File: config.mk
export PLATFORM = sky130hd
export DESIGN_NAME = rc4_stream_cipher_core
export DESIGN_NICKNAME = d
export VERILOG_FILES = /design/src/hw/rtl/rc4_pkg.sv /design/src/hw/rtl/rc4_sbox.sv /design/src/hw/rtl/rc4_ctrl.sv /design/src/hw/rtl/rc4_stream_cipher_core.sv
export SDC_FILE = /design/constraint.sdc
export NUM_CORES = 2
export LEC_CHECK = 0
export BUFFER_PORTS_ARGS = -buffer_cell sky130_fd_sc_hd__clkbuf_2
export CORE_MARGIN = 3
export CORE_UTILIZATION = 40
export DETAILED_ROUTE_END_ITERATION = 8
export MAX_ROUTING_LAYER = met4
export SLEW_MARGIN = 15
export SYNTH_ARGS = -nofsm -noshare
export SYNTH_HDL_FRONTEND = slang
export SYNTH_SLANG_ARGS = --single-unit
export TNS_END_PERCENT = 50
File: constraint.sdc
create_clock -name clk -period 5.95 [get_ports clk]
set_input_delay 0.8925 -clock clk [delete_from_list [all_inputs] [get_ports clk]]
set_output_delay 0.8925 -clock clk [all_outputs]
set_load 0.05 [all_outputs]
File: src/hw/rtl/rc4_pkg.sv
// Shared types and constants for the RC4 stream cipher core.
// No dependencies; imported by every other file in hw/rtl.
`timescale 1ns / 1ps

package rc4_pkg;

  typedef logic [7:0] byte_t;

  localparam int unsigned PERM_DEPTH = 256;
  localparam int unsigned KEY_SLOTS  = 16;
  localparam int unsigned KSEL_W     = 4;
  localparam int unsigned KLEN_W     = 5;
  localparam int unsigned CFG_IDX_W  = 2;
  localparam int unsigned CFG_DATA_W = 64;

  typedef logic [CFG_IDX_W-1:0] cfg_idx_t;

  localparam cfg_idx_t CFG_KEY_LOW  = 2'd0;
  localparam cfg_idx_t CFG_KEY_HIGH = 2'd1;
  localparam cfg_idx_t CFG_KEY_LEN  = 2'd2;

  localparam logic [KLEN_W-1:0] KEY_LEN_RESET = 5'd8;

  // One write and one read per cycle into the permutation store
  typedef struct packed {
    logic  we;
    byte_t waddr;
    byte_t wdata;
    byte_t raddr;
  } sbox_req_t;

endpackage

File: src/hw/rtl/rc4_sbox.sv
// 256 x 8 permutation store: one write port, one read port, registered read data.
// Depends on rc4_pkg.
`timescale 1ns / 1ps

module rc4_sbox (
  input  logic              clk,
  input  rc4_pkg::sbox_req_t req,
  output rc4_pkg::byte_t    rdata
);
  import rc4_pkg::*;

  byte_t mem [PERM_DEPTH];
  byte_t rdata_r;

  always_ff @(posedge clk) begin
    if (req.we) begin
      mem[req.waddr] <= req.wdata;
    end
    rdata_r <= mem[req.raddr];
  end

  assign rdata = rdata_r;

endmodule

File: src/hw/rtl/rc4_ctrl.sv
// Sequencer for key schedule and keystream generation around one shared 8-bit adder.
// Depends on rc4_pkg; drives the rc4_sbox request port.
`timescale 1ns / 1ps

module rc4_ctrl #(
  parameter int unsigned KEY_MAX_BYTES = 16,
  localparam int unsigned KW = (KEY_MAX_BYTES > 1) ? $clog2(KEY_MAX_BYTES) : 1
) (
  input  logic                        clk,
  input  logic                        rst_n,
  input  logic                        in_valid,
  output logic                        in_ready,
  input  rc4_pkg::byte_t              in_data_byte,
  input  logic                        in_starts_message,
  input  rc4_pkg::byte_t              key_byte,
  input  logic [rc4_pkg::KLEN_W-1:0]  key_len,
  output logic [KW-1:0]               key_idx,
  output rc4_pkg::sbox_req_t          mem_req,
  input  rc4_pkg::byte_t              mem_rdata,
  output logic                        out_valid,
  input  logic                        out_ready,
  output rc4_pkg::byte_t              out_byte
);
  import rc4_pkg::*;

  typedef enum logic [3:0] {
    IDLE, INIT, K_RD_N, K_RD_J, K_WR_N, K_WR_J,
    G_RD_I, G_RD_J, G_WR_I, G_WR_J, G_RD_T, G_OUT
  } state_t;

  state_t        state_r;
  byte_t         n_r, i_r, j_r, si_r, sj_r, t_r, data_r, out_byte_r;
  logic [KW-1:0] k_r;
  logic          out_valid_r;

  // shared adder
  byte_t add_a, add_b, add_c, sum;

  always_comb begin
    add_a = '0;
    add_b = '0;
    add_c = '0;
    unique case (state_r)
      K_RD_J: begin add_a = j_r;  add_b = mem_rdata; add_c = key_byte; end
      G_RD_I: begin add_a = i_r;  add_b = 8'd1; end
      G_RD_J: begin add_a = j_r;  add_b = mem_rdata; end
      G_WR_J: begin add_a = si_r; add_b = sj_r; end
      default: ;
    endcase
  end

  assign sum = add_a + add_b + add_c;

  always_comb begin
    mem_req = '0;
    unique case (state_r)
      INIT:   begin mem_req.we = 1'b1; mem_req.waddr = n_r; mem_req.wdata = n_r; end
      K_RD_N: mem_req.raddr = n_r;
      K_RD_J: mem_req.raddr = sum;
      K_WR_N: begin mem_req.we = 1'b1; mem_req.waddr = n_r; mem_req.wdata = mem_rdata; end
      K_WR_J: begin mem_req.we = 1'b1; mem_req.waddr = j_r; mem_req.wdata = si_r; end
      G_RD_I: mem_req.raddr = sum;
      G_RD_J: mem_req.raddr = sum;
      G_WR_I: begin mem_req.we = 1'b1; mem_req.waddr = i_r; mem_req.wdata = mem_rdata; end
      G_WR_J: begin mem_req.we = 1'b1; mem_req.waddr = j_r; mem_req.wdata = si_r; end
      G_RD_T: mem_req.raddr = t_r;
      G_OUT:  mem_req.raddr = t_r;   // hold read data while the output stalls
      default: ;
    endcase
  end

  always_ff @(posedge clk) begin
    if (!rst_n) begin
      state_r     <= IDLE;
      i_r         <= '0;
      j_r         <= '0;
      n_r         <= '0;
      k_r         <= '0;
      out_valid_r <= 1'b0;
    end else begin
      // G_OUT handles its own valid update
      if (out_valid_r && out_ready && state_r != G_OUT) begin
        out_valid_r <= 1'b0;
      end
      unique case (state_r)
        IDLE: begin
          if (in_valid) begin
            data_r <= in_data_byte;
            if (in_starts_message) begin
              n_r     <= '0;
              state_r <= INIT;
            end else begin
              state_r <= G_RD_I;
            end
          end
        end
        INIT: begin
          n_r <= n_r + 8'd1;
          if (n_r == 8'hFF) begin
            k_r     <= '0;
            j_r     <= '0;
            state_r <= K_RD_N;
          end
        end
        K_RD_N: state_r <= K_RD_J;
        K_RD_J: begin
          si_r    <= mem_rdata;
          j_r     <= sum;
          state_r <= K_WR_N;
        end
        K_WR_N: state_r <= K_WR_J;
        K_WR_J: begin
          n_r <= n_r + 8'd1;
          if ((KLEN_W'(k_r) + 5'd1) >= key_len) begin
            k_r <= '0;
          end else begin
            k_r <= k_r + 1'b1;
          end
          if (n_r == 8'hFF) begin
            i_r     <= '0;
            j_r     <= '0;
            state_r <= G_RD_I;
          end else begin
            state_r <= K_RD_N;
          end
        end
        G_RD_I: begin
          i_r     <= sum;
          state_r <= G_RD_J;
        end
        G_RD_J: begin
          si_r    <= mem_rdata;
          j_r     <= sum;
          state_r <= G_WR_I;
        end
        G_WR_I: begin
          sj_r    <= mem_rdata;
          state_r <= G_WR_J;
        end
        G_WR_J: begin
          t_r     <= sum;
          state_r <= G_RD_T;
        end
        G_RD_T: state_r <= G_OUT;
        G_OUT: begin
          if (!out_valid_r || out_ready) begin
            out_byte_r  <= data_r ^ mem_rdata;
            out_valid_r <= 1'b1;
            state_r     <= IDLE;
          end
        end
        default: state_r <= IDLE;
      endcase
    end
  end

  assign in_ready  = (state_r == IDLE);
  assign key_idx   = k_r;
  assign out_valid = out_valid_r;
  assign out_byte  = out_byte_r;

  // output index is the sum of the two swapped entries
  a_tidx: assert property (@(posedge clk) disable iff (!rst_n)
    (state_r == G_RD_T) |-> (t_r == 8'(si_r + sj_r)))
    else $error("keystream index mismatch");

  // key schedule hands over with both indices cleared
  a_idx_clear: assert property (@(posedge clk) disable iff (!rst_n)
    (state_r == G_RD_I && $past(state_r) == K_WR_J) |-> (i_r == 8'd0 && j_r == 8'd0))
    else $error("indices not cleared after key schedule");

  // key byte pointer stays inside the active key length
  a_kidx: assert property (@(posedge clk) disable iff (!rst_n)
    (state_r == K_RD_J) |-> (KLEN_W'(k_r) < key_len))
    else $error("key index out of range");

  // a finished byte is never dropped over a pending one
  a_no_overwrite: assert property (@(posedge clk) disable iff (!rst_n)
    (out_valid_r && !out_ready) |=> (out_valid_r && $stable(out_byte_r)))
    else $error("pending output overwritten");

endmodule

File: src/hw/rtl/rc4_stream_cipher_core.sv
// Top level of the RC4 stream cipher core: configuration registers, key byte select,
// sequencer and permutation store. Depends on rc4_pkg, rc4_sbox and rc4_ctrl.
`timescale 1ns / 1ps

// RC4 stream cipher core.
//
// Input channel (in_valid/in_ready): one word per message byte. in_data_byte is
// XORed with the next keystream byte. With in_starts_message set, the key
// schedule runs first over the configured key and both indices return to zero.
// Output channel (out_valid/out_ready): one word, out_byte, per input word.
// Configuration channel (cfg_valid/cfg_ready, always ready): index 0 loads key
// bytes 0-7, index 1 key bytes 8-15, index 2 the key length (1..16; 0 acts as 1,
// larger values saturate to KEY_MAX_BYTES). Other indexes are ignored.
//
// Datapath: the i, j and t index sums run through one shared 8-bit adder and a
// single-read, single-write permutation RAM. A plain byte steps through a read of
// S[i], a read of S[j], the two swap writes and a read of S[t] before out_valid,
// and the next byte is taken once the sequencer is back in idle after that result
// is loaded. A message start first fills the permutation with the identity, then
// runs one key schedule step per entry (read S[n], read S[j], two swap writes),
// its pace set by the RAM port count. The input is not ready while a byte is in work.
// Reset clears the sequencer, indices and output valid; the key length goes to 8.
// The permutation is undefined until the first message start.
// A stalled receiver holds the finished word in the output register; the core
// finishes the next byte and waits at the end until the register frees.

module rc4_stream_cipher_core #(
  parameter int unsigned KEY_MAX_BYTES = 16
) (
  input  logic                             clk,
  input  logic                             rst_n,
  input  logic                             in_valid,
  output logic                             in_ready,
  input  rc4_pkg::byte_t                   in_data_byte,
  input  logic                             in_starts_message,
  output logic                             out_valid,
  input  logic                             out_ready,
  output rc4_pkg::byte_t                   out_byte,
  input  logic                             cfg_valid,
  output logic                             cfg_ready,
  input  rc4_pkg::cfg_idx_t                cfg_index,
  input  logic [rc4_pkg::CFG_DATA_W-1:0]   cfg_data
);
  import rc4_pkg::*;

  localparam int unsigned KW = (KEY_MAX_BYTES > 1) ? $clog2(KEY_MAX_BYTES) : 1;

  logic [CFG_DATA_W-1:0] key_low_r, key_high_r;
  logic [KLEN_W-1:0]     key_length_r;
  logic [KLEN_W-1:0]     key_len_eff;
  byte_t                 key_arr [KEY_SLOTS];
  logic [KW-1:0]         key_idx;
  byte_t                 key_byte;
  sbox_req_t             mem_req;
  byte_t                 mem_rdata;

  assign cfg_ready = 1'b1;

  always_ff @(posedge clk) begin
    if (!rst_n) begin
      key_low_r    <= '0;
      key_high_r   <= '0;
      key_length_r <= KEY_LEN_RESET;
    end else if (cfg_valid) begin
      unique case (cfg_index)
        CFG_KEY_LOW:  key_low_r    <= cfg_data;
        CFG_KEY_HIGH: key_high_r   <= cfg_data;
        CFG_KEY_LEN:  key_length_r <= cfg_data[KLEN_W-1:0];
        default: ;
      endcase
    end
  end

  // zero length acts as one byte; long keys clip to the supported maximum
  always_comb begin
    priority if (key_length_r == '0) begin
      key_len_eff = KLEN_W'(1);
    end else if (key_length_r > KLEN_W'(KEY_MAX_BYTES)) begin
      key_len_eff = KLEN_W'(KEY_MAX_BYTES);
    end else begin
      key_len_eff = key_length_r;
    end
  end

  for (genvar b = 0; b < KEY_SLOTS / 2; b++) begin : g_key
    assign key_arr[b]                 = key_low_r[b*8 +: 8];
    assign key_arr[b + KEY_SLOTS / 2] = key_high_r[b*8 +: 8];
  end

  assign key_byte = key_arr[KSEL_W'(key_idx)];

  rc4_ctrl #(
    .KEY_MAX_BYTES (KEY_MAX_BYTES)
  ) u_ctrl (
    .clk               (clk),
    .rst_n             (rst_n),
    .in_valid          (in_valid),
    .in_ready          (in_ready),
    .in_data_byte      (in_data_byte),
    .in_starts_message (in_starts_message),
    .key_byte          (key_byte),
    .key_len           (key_len_eff),
    .key_idx           (key_idx),
    .mem_req           (mem_req),
    .mem_rdata         (mem_rdata),
    .out_valid         (out_valid),
    .out_ready         (out_ready),
    .out_byte          (out_byte)
  );

  rc4_sbox u_sbox (
    .clk   (clk),
    .req   (mem_req),
    .rdata (mem_rdata)
  );

endmodule
==> results.md <==
- Ports: between 90 and 100
- Util after Layout: 0.4627
- Setup TNS: 0 ns
- Final period utilization: 0.9790
- Via count: 61500
- Seq/Total Area, Yosys: 0.7167
- CP startpoint: u_ctrl.key_idx[0]
- Critical Path Source Type: register
- Worst Setup End Kind: register
- Yosys cell types: between 70 and 80
- Hold Crit Start: in_data_byte[1]
- Number of port buffers: 89
- Clk buf depth: 3
- Gpl congestion: about 0.94
- Vias per cell: 5.848
- Top FF cell, synth: edfxtp_1
- Top-area cell type share of the netlist area: 0.6790
- Die Wd: roughly 490 microns
- Pwr Density: around 360 mW/mm^2
- Number of synthesized flops with an enable pin: between 2000 and 2500
- Vias in the first global route: 59100
- Core area: between 0.2 and 0.25 sq mm
- Initial Util: 0.4039
- CP Data Required Time: about 6.8 ns
- Initial detailed-routing violation count: approximately 7500
- Fillers: 20190
- Yosys reg bits: 2262
- CTS sink cnt: about 2300
- Mean Syn Cell Area: 12.95 sq um
- CTS clk-pin slew, worst paths: 0.06 ns
- Total power: ~38000 uW
- Initial antenna violation count: 8
- FF+latch area: between 0.06 and 0.07 sq mm
- DRC: 0
- Fmax: between 0.15 and 0.2 GHz
- First-pass GRT wire length: around 410 mm
- FFs w/ async S/R, synth: 0
- Outcome: complete, no violations
- Top Usage Layer GRT: met2
- Met2 GRT Util: 0.3597
- Hold-fix buffers at CTS: 0
- RR Startpoint: u_ctrl.key_idx[0]
- Post-Synthesis Cells: between 7000 and 8000
- CP Max Fanout: 58
- H-tree depth: 4
- CTS Root Buffer Type: clkbuf_16
- Final cell count without fillers: ~11000
- Final Hold Fails: 0
- Synthesized Nets: just over 7000
- WL/cell: around 26 microns
- Final Setup Violations: 0
- RSZ-0062 raised after global routing: yes
- Row count: 175
- Die span in y: 486.5 microns
- Synth warn: 0
- Post-Syn Area: slightly above 0.09 sq mm
- CTS tree: yes
- Largest net degree at the start of global routing: about 160
- Post-Route WL: between 200 and 300 mm
- Post-route ant nets: 0
- Layout cells sized above 1: 0.1261
- Die ar.: 0.2367 sq mm
- Worst Tran Pin Value: roughly 1.2 ns
- Pins Over Slew Limit: 0
- M3 GR Usage: 0.04120
- Max cap viols: 0
- Met1 global-route usage: 0.3201
- Clk_lat worst skew: 0.87 ns
- CTS buffer count: ~230
- Area growth syn-to-layout: 14.55%
- Kind of critical path: reg2reg
- HPWL after DPL: roughly 170 mm
- Drt first pass iters: 6
- Synth top area cells: edfxtp_1 68%, nand2_1 7.2%, dfxtp_1 3.8%
- CP arrival: around 6.6 ns
- Peak supply drop: about 0.42 mV
- Worst Skew: 0.05367 ns
- LEAKAGE: between 0.03 and 0.04 uW
- Inst Count DP: ~10000
- Max transition margin: 0.1800
- Hold Path Class: in2reg
- Total GRT Usage: 0.2358
- Nets: roughly 7400
- Footprint of the multi-input gates: about 0.024 sq mm
- Minimum clock period: 5.825 ns
- Post-synth top area cell: edfxtp_1
- Gr ovfl total: 0
## path summary, 6_finish.rpt
path	end	slack [ns]	cells past startpoint
max	u_sbox.rdata[0]	0.13	17
min	u_ctrl.data_r[1]	0.20	1
max reg2reg	u_sbox.rdata[0]	0.13	17
min reg2reg	key_low_r[21]	0.46	2
## critical path: stages, from the launching register on
cell,delay (ns)
dfxtp_2,0.37
buf_12,0.18
mux4_2,0.50
mux4_2,0.50
and2_1,0.21
fa_1,0.58
nand3_4,0.30
and2_4,0.64
buf_12,0.36
buf_4,0.37
nand2_1,0.08
and3_1,0.19
a311oi_1,0.41
a31oi_1,0.15
o22ai_1,0.36
o21ai_2,0.15
buf_4,0.22
nand4_1,0.07
## metrics by stage
step | area (sq um) | hold WS [ns] | setup WS (ns)
floorplan | 92340 | 0.4402 | 0.5548
global placement | 97980 | 0.4520 | -1.020
detailed placement | 97990 | 0.4599 | -0.2791
CTS | 105300 | 0.1280 | 0.002506
global route | 105800 | 0.1752 | -0.01631
finish | 105800 | 0.2043 | 0.1250
## cells by family (layout without fill, tap and decap cells)
kind of cell / count (synthesis) / in the layout / synth area share
simple gates: 2878 / 2879 / 0.1355
flops: 2262 / 2262 / 0.7167
compound gates: 1292 / 1292 / 0.09826
buf+inv: 567 / 933 / 0.02795
mux: 86 / 86 / 0.01569
xor+xnor: 23 / 23 / 0.002344
fa+ha+maj: 21 / 21 / 0.003496
other cells: 1 / 10 / 0.00004061
## power breakdown
part           leakage (uW)  total [uW]  switching, uW  internal (uW)
Sequential           0.0207       19000            154          18800
Clock               0.00353       14000           6080           7950
Combinational        0.0117        5190           3950           1240
Total                0.0359       38200          10200          28000
## placed cells by master (no fill, tap or decap), types with 87 or more instances in the layout
master | netlist | final
a31oi_1 | 309 | 300
edfxtp_1 | 2088 | 2088
a211oi_1 | 318 | 306
a311oi_1 | 117 | 116
buf_4 | 31 | 321
nand2_1 | 1782 | 1780
nand3_1 | 242 | 240
o22ai_1 | 90 | 87
clkbuf_2 | 0 | 88
and3_1 | 383 | 383
dfxtp_1 | 174 | 173
nor2_1 | 316 | 315
a21boi_0 | 131 | 131
clkbuf_16 | 0 | 234
a21oi_1 | 107 | 103
## synthesized netlist by cell type, types with 6 or more instances
cell type  instances
nor2_1           316
xnor2_1            7
a22o_1            21
a21boi_0         131
a211oi_1         318
o21ai_0           61
nor3_1            19
o221ai_1           8
buf_4             31
nand2_1         1782
o21a_1             6
clkbuf_1         234
o22ai_1           90
buf_2            239
nor2b_1           19
inv_1             27
nand3_1          242
mux4_2            47
xor2_1            14
nand2b_1          10
and2_1            14
a22oi_1           39
edfxtp_1        2088
and3_1           383
a222oi_1           8
nand4_1           11
a32oi_1           13
a221oi_1           8
a31oi_1          309
buf_1             31
or4_1              9
nor4_1            29
or2_2              6
ha_1              13
fa_1               8
a2111oi_0         15
dfxtp_1          174
mux2i_1           39
a311oi_1         117
a21oi_1          107
## per-layer routing
layer,routed length [microns],share of wire
met5,0,0
met4,10500,0.038
met3,24870,0.089
met2,128700,0.46
met1,114000,0.41
## registers in the layout, indices dropped and copies added (netlist names)
signal and count:
u_ctrl.t_r 8, u_sbox.rdata 8, u_ctrl.key_idx 4, u_ctrl.sj_r 8
u_ctrl.n_r 8, key_low_r 64, u_ctrl.state_r 4, u_ctrl.j_r 8
u_ctrl.out_byte 8, u_sbox.mem 2048, u_ctrl.i_r 8, key_length_r 5
u_ctrl.si_r 8, u_ctrl.out_valid 1, u_ctrl.data_r 8, key_high_r 64
## final cells by class
type | instances | share of cell area
clock buffer | 306 | 0.05836
timing repair buffer | 484 | 0.04090
antenna | 9 | 0.0002129
tap | 3009 | 0.03559
inverter | 27 | 0.001526
clock inverter | 116 | 0.01036
multi-input combinational | 4302 | 0.2273
sequential | 2262 | 0.6257
## what timing repair did
action                                  4_1_cts  5_1_grt
setup buffers                                 0        3
endpoints found under the setup margin        7        8
resized for setup                            18       70
cloned                                        1        2
pin swaps                                     0        1
Power figures use the tool's default switching activity.
